File: config.mk
export PLATFORM = sky130hd
export DESIGN_NAME = array_list_insert_remove
export DESIGN_NICKNAME = d
export VERILOG_FILES = /design/src/hw/rtl/alir_pkg.sv /design/src/hw/rtl/alir_cell.sv /design/src/hw/rtl/array_list_insert_remove.sv
export SDC_FILE = /design/constraint.sdc
export NUM_CORES = 1
export LEC_CHECK = 0
export BUFFER_PORTS_ARGS = -buffer_cell sky130_fd_sc_hd__buf_2
export CAP_MARGIN = 25
export CORE_AREA = 2 2 302 304
export DETAILED_ROUTE_END_ITERATION = 10
export DIE_AREA = 0 0 304 306
export PLACE_DENSITY_LB_ADDON = 0.05
export REMOVE_ABC_BUFFERS = 1
export SLEW_MARGIN = 20
export SYNTH_ARGS = -nofsm -noshare
export SYNTH_HDL_FRONTEND = slang
export SYNTH_HIERARCHICAL = 1
export SYNTH_SLANG_ARGS = --single-unit
File: constraint.sdc
create_clock -name clk -period 4.57 [get_ports clk]
set_input_delay 0.457 -clock clk [delete_from_list [all_inputs] [get_ports clk]]
set_output_delay 0.457 -clock clk [all_outputs]
set_load 0.1 [all_outputs]
File: src/hw/rtl/alir_pkg.sv
// alir_pkg: shared widths, sizes and the control struct of the list cells
// used by the entry cells, the top level and the port checker; no dependencies
package alir_pkg;

  localparam int DEPTH   = 16;  // built number of entry cells
  localparam int VAL_W   = 32;  // stored word width
  localparam int CNT_W   = 5;   // count, position and capacity width
  localparam int S_DATA_W = 40; // position + operand, padded to bytes
  localparam int M_DATA_W = 8;  // count, padded to bytes

  localparam logic OP_INSERT = 1'b0;
  localparam logic OP_REMOVE = 1'b1;

  localparam logic [CNT_W-1:0] CAP_RESET = CNT_W'(16);
  localparam logic [CNT_W-1:0] DEPTH_CNT = CNT_W'(DEPTH);

  // broadcast from the top level to every cell for one transfer
  typedef struct packed {
    logic             ins;    // accepted insert that succeeds
    logic             rem;    // accepted remove that found a match
    logic [CNT_W-1:0] pos;
    logic [VAL_W-1:0] value;
  } cell_ctrl_t;

endpackage

File: src/hw/rtl/alir_cell.sv
// alir_cell: one list entry; compares against the request value and
// moves its word up or down the row; depends on alir_pkg
module alir_cell (
  input  logic                                  clk,
  input  logic [alir_pkg::CNT_W-1:0]            idx,
  input  alir_pkg::cell_ctrl_t                  ctl,
  input  logic                                  shift_dn,
  input  logic [alir_pkg::VAL_W-1:0]            lower,
  input  logic [alir_pkg::VAL_W-1:0]            upper,
  output logic [alir_pkg::VAL_W-1:0]            entry,
  output logic                                  eq
);

  always_ff @(posedge clk) begin
    if (ctl.ins) begin
      if (idx == ctl.pos) begin
        entry <= ctl.value;
      end else if (idx > ctl.pos) begin
        entry <= lower;
      end
    end else if (ctl.rem && shift_dn) begin
      entry <= upper;
    end
  end

  assign eq = (entry == ctl.value);

endmodule

File: src/hw/rtl/array_list_insert_remove.sv
// array_list_insert_remove: top level, a row of alir_cell entries with count,
// capacity register and result register; depends on alir_pkg and alir_cell
//
// Ordered list of up to 16 signed 32-bit words. A request (tuser = opcode:
// 0 insert at position, 1 remove first match) is taken on a slave transfer;
// its result (success flag and new count) appears in the next cycle in the
// output register and waits there until taken. One request per cycle is
// sustained: every cell compares and shifts in the same cycle, so the rate
// is set by the combinational compare, first-match pick and shift across the
// cell row. The input stalls only while a result is held back by the master
// side. Inserts are rejected when the count has reached min(capacity, 16)
// or the position lies past the count; a remove with no match changes
// nothing. The capacity register is written through the cfg channel, which
// is always ready, and resets to 16. Entries hold no reset value; only
// entries below the count can produce a match.
module array_list_insert_remove (
  input  logic                             clk,
  input  logic                             rst,
  // configuration write
  input  logic                             cfg_valid,
  output logic                             cfg_ready,
  input  logic [alir_pkg::CNT_W-1:0]       cfg_data,    // capacity_limit
  // request stream
  input  logic                             s_tvalid,
  output logic                             s_tready,
  input  logic [alir_pkg::S_DATA_W-1:0]    s_tdata,     // position[4:0], operand_value[36:5], zeros
  input  logic                             s_tuser,     // opcode
  // result stream
  output logic                             m_tvalid,
  input  logic                             m_tready,
  output logic [alir_pkg::M_DATA_W-1:0]    m_tdata,     // count_after[4:0], zeros
  output logic                             m_tuser      // success
);

  localparam int D = alir_pkg::DEPTH;
  localparam int C = alir_pkg::CNT_W;
  localparam int V = alir_pkg::VAL_W;

  logic [C-1:0]        capacity;
  logic [C-1:0]        count;
  logic [C-1:0]        count_next;
  logic [C-1:0]        cap_eff;
  logic                s_xfer;
  logic [C-1:0]        req_pos;
  logic [V-1:0]        req_val;
  logic                ins_ok;
  logic                rem_ok;
  alir_pkg::cell_ctrl_t ctl;

  logic [V-1:0]        entry [D];
  logic [D-1:0]        eq;
  logic [D-1:0]        occ;
  logic [D-1:0]        hit;
  logic [D-1:0]        first;
  logic [D-1:0]        shift_dn;

  // capacity register; the user must write it only while idle, the block itself does not enforce this
  assign cfg_ready = 1'b1;

  always_ff @(posedge clk) begin
    if (rst) begin
      capacity <= alir_pkg::CAP_RESET;
    end else if (cfg_valid && cfg_ready) begin
      capacity <= cfg_data;
    end
  end

  assign cap_eff = (capacity > alir_pkg::DEPTH_CNT) ? alir_pkg::DEPTH_CNT : capacity;

  // request decode
  assign s_tready = !m_tvalid || m_tready;
  assign s_xfer   = s_tvalid && s_tready;
  assign req_pos  = s_tdata[C-1:0];
  assign req_val  = s_tdata[C+V-1:C];

  // occupied cells and first match, lowest index wins
  always_comb begin
    for (int i = 0; i < D; i++) begin
      occ[i] = (C'(i) < count);
    end
  end

  assign hit      = eq & occ;
  assign first    = hit & (~hit + D'(1));
  // cells at and above the first match take their upper neighbour
  assign shift_dn = ~(first - D'(1));

  assign ins_ok = (s_tuser == alir_pkg::OP_INSERT) && (count < cap_eff) && (req_pos <= count);
  assign rem_ok = (s_tuser == alir_pkg::OP_REMOVE) && (|hit);

  assign ctl.ins   = s_xfer && ins_ok;
  assign ctl.rem   = s_xfer && rem_ok;
  assign ctl.pos   = req_pos;
  assign ctl.value = req_val;

  // row of entry cells, each linked to both neighbours
  for (genvar g = 0; g < D; g++) begin : g_cell
    logic [V-1:0] lower_w;
    logic [V-1:0] upper_w;

    if (g == 0) begin : g_lo
      assign lower_w = '0;
    end else begin : g_lo
      assign lower_w = entry[g-1];
    end

    if (g == D - 1) begin : g_hi
      assign upper_w = '0;
    end else begin : g_hi
      assign upper_w = entry[g+1];
    end

    alir_cell u_cell (
      .clk      (clk),
      .idx      (C'(g)),
      .ctl      (ctl),
      .shift_dn (shift_dn[g]),
      .lower    (lower_w),
      .upper    (upper_w),
      .entry    (entry[g]),
      .eq       (eq[g])
    );
  end

  // element count
  always_comb begin
    count_next = count;
    if (ctl.ins) begin
      count_next = count + C'(1);
    end else if (ctl.rem) begin
      count_next = count - C'(1);
    end
  end

  always_ff @(posedge clk) begin
    if (rst) begin
      count <= '0;
    end else begin
      count <= count_next;
    end
  end

  // result register, loaded on every request transfer
  always_ff @(posedge clk) begin
    if (rst) begin
      m_tvalid <= 1'b0;
    end else if (s_xfer) begin
      m_tvalid <= 1'b1;
    end else if (m_tready) begin
      m_tvalid <= 1'b0;
    end
  end

  always_ff @(posedge clk) begin
    if (s_xfer) begin
      m_tuser <= ins_ok || rem_ok;
      m_tdata <= alir_pkg::M_DATA_W'(count_next);
    end
  end

endmodule

==> reports/results.md <==
| Result | This run |
| --- | --- |
| Post-detailed-route wirelength per cell | 18.0 um |
| Wire length of the first global-routing pass | 140000 um |
| Type of element capturing the critical path | flop |
| Highest fanout seen on the critical path | 32 |
| Most frequent cell after synthesis | nor2_1 |
| Area share of the largest cell type after synthesis | 43.6% |
| DRC Markers | 0 |
| Buffer type at the clock tree root | clkbuf_16 |
| Post-Route Skew | 0.0177 ns |
| Clk_lat worst skew | 0.60 ns |
| Unrepaired setup endpoints after global routing | false |
| Area of the core | 89600 um2 |
| Starting density of the core | 39.8% |
| Number of top-level pins | 63 |
| All-layer global routing usage | 18.6% |
| Die span in y | 306 um |
| Synthesized area per cell | 10.5 um2 |
| Pin count of the biggest net entering global routing | 133 |
| Routed via count divided by cell count | 5.10 |
| NumNets Final | 3782 |
| Synth top area cells | edfxtp_1 44%, mux2i_1 14%, xor2_1 13% |
| Minimum clock period after layout | 3.82 ns |
| Status | complete, no violations |
| Data required time at the worst endpoint | 4.85 ns |
| Seq/Total Area, Yosys | 44.3% |
| Relative slew margins | 44.3% |
| X dimension of the die | 304 um |
| Post-CTS Repair Setup Buffers | 0 |
| Number of enable flip-flop cells after synthesis | 518 |
| Initial antenna violation count | 2 |
| Distinct cell type count after synthesis | 60 |
| 1st-pass router iterations | 8 |
| Total negative slack for setup checks | 0 ns |
| # fillers | 8493 |
| Ys async rst share | 0% |
| Main flop type after synthesis | edfxtp_1 |
| Fraction of final layout cells with drive strength greater than 1 | 9.51% |
| Data arrival time of the worst path | 4.11 ns |
| Achievable Freq | 0.262 GHz |
| Worst VDD drop | 0.238 mV |
| Detail Placement HPWL | 66500 um |
| Row Count | 110 |
| Post-synthesis cell count | 3394 |
| Critical Path Start Type | flop |
| Final GP Congestion | 0.802 |
| Worst-margin pin slew | 0.835 ns |
| DR vias | 24.8k |
| Number of buffers inserted by hold repair at cts | 0 |
| Post-synthesis sequential element count | 529 |
| Area added between synthesis and finish | 14.3% |
| Buffers added on ports | 55 |
| Worst Setup Path Type | reg -> reg |
| Combined area of all synthesized cells | 35600 um2 |
| Number of buffers inserted during clock tree synthesis | 67 |
| Commonest cells in the netlist | 581 x nor2_1, 536 x a21oi_1, 518 x edfxtp_1 |
| Total power density per cell area | 314 nW/um2 |
| Number of levels in the clock H-tree | 3 |
| Final number of hold-violating endpoints | 0 |
| Worst hold path type | in -> reg |
| Clock input transition at the sequential cells of the worst setup and hold paths | 0.06 ns |
| Number of nets with antenna violations after routing | 0 |
| Number of warning messages in the yosys log | 6 |
| Die Area | 93000 um2 |
| Total length of routed wires | 87600 um |
| Maximum clock path buffer count | 3 |
| Max-slew violation total from the final report | 0 |
| Post-CTS sizing | 0 |
| Static Leakage | 18.7 nW |
| Max-cap violations | 0 |
| Via count of the first global-routing pass | 24.5k |
| CTS sink cnt | 529 |
| Drt first-iter violations | 1774 |
| Total setup violations reported at the end of the flow | 0 |
| Global-route congestion overflow total | 0 |
| Fin crit share | 83.7% |
| Clock tree from TritonCTS | yes |
| Final cell utilization of the core | 45.5% |
| Yosys top cell by area | edfxtp_1 |
worst max-delay path, cell delays in order (launching register included):
cell and delay, ns:
edfxtp_1 0.45, xor2_1 0.17, nor4_1 0.43, nand4_1 0.31, nor2_1 0.31, buf_4 0.19, a21oi_1 0.07, o21bai_1 0.27
a2111oi_4 0.15, a21oi_2 0.27, buf_4 0.20, a21oi_1 0.15, a221oi_4 0.26, buf_12 0.24
where the power goes:
part | internal (mW) | switching [mW]
Combinational | 0.703 | 1.14
Clock | 3.13 | 2.07
Sequential | 5.58 | 0.158
Total | 9.41 | 3.37
registers in the layout, summed over array words and instances, names as in the netlist:
name / flops
capacity: 5
m_tdata: 5
count: 5
m_tuser: 1
m_tvalid: 1
g_cell.u_cell/entry: 512
metal layers:
layer  wire (um)  vias up  share of wire, %  global-route usage, %
met5           0        -                 0                      0
met4        1500        0               1.7                   4.55
met3        3090       84               3.5                   2.23
met2       37700      386                43                   27.9
met1       45300    11600                52                   28.4
li1            -    12700                 -                      -
kinds of logic (layout without fill, tap and decap cells):
group,after synthesis,after routing,synth area share (%)
multiplexers,518,518,14.6
XOR/XNOR,514,514,12.6
buffers and inverters,266,416,3.99
AO/OA/AOI/OAI,632,632,9.96
adder cells (fa/ha/maj),92,92,3.23
AND/OR/NAND/NOR,841,841,11.3
other,2,150,0.0211
flip-flops,529,529,44.3
area by class of cell:
class | count | area (um2) | share of cell area [%]
flip-flops and latches | 529 | 15800 | 38.7
clock inverters | 30 | 318 | 0.780
repair buffers | 202 | 1820 | 4.46
inverters | 94 | 360 | 0.885
multi-input cells | 2745 | 19200 | 47.1
clock buffers | 90 | 1820 | 4.46
diodes | 2 | 5.00 | 0.0123
well taps | 1176 | 1470 | 3.61
final timing paths:
check	slack [ns]	endpoint	startpoint	depth (start not counted)
max	0.75	g_cell[14].u_cell/entry[29]	g_cell[14].u_cell/entry[19]	13
min	0.09	capacity[4]	cfg_data[4]	3
max reg2reg	0.75	g_cell[14].u_cell/entry[29]	g_cell[14].u_cell/entry[19]	13
min reg2reg	0.49	capacity[2]	capacity[2]	2
cell usage in the layout, fill, tap and decap left out, types with 3 or more instances in the layout:
| cell | instances |
|---|---|
| a21oi_1 | 536 |
| nand2_1 | 14 |
| edfxtp_1 | 518 |
| mux2i_1 | 516 |
| nor3_1 | 6 |
| clkbuf_1 | 20 |
| conb_1 | 148 |
| o21ai_0 | 28 |
| ha_1 | 92 |
| o211ai_1 | 3 |
| a21o_1 | 6 |
| nor4_1 | 129 |
| buf_2 | 55 |
| clkinv_2 | 6 |
| nor2_1 | 581 |
| bufinv_16 | 6 |
| inv_1 | 93 |
| nand3_4 | 16 |
| dfxtp_1 | 11 |
| nor2b_1 | 16 |
| buf_4 | 112 |
| o21a_1 | 17 |
| a221oi_4 | 16 |
| and3_1 | 18 |
| and3_4 | 16 |
| clkbuf_16 | 69 |
| clkinv_1 | 13 |
| inv_6 | 3 |
| xor2_1 | 512 |
| buf_12 | 35 |
| nand4_1 | 32 |
metrics by stage:
step	hold WS [ns]	std cells	power [mW]	worst slack, ns	instance area [um2]
after CTS	0.0562	4866	13.0	0.708	40700
after detailed placement	0.489	4746	7.67	0.153	38600
after floorplan	0.452	3368	7.25	-18.82	35100
after global placement	0.486	4746	7.61	0.233	38600
after global routing	0.0952	4868	13.4	0.336	40700
final	0.0876	4868	12.8	0.747	40700
Note: power is estimated with default switching activity, not from simulation.
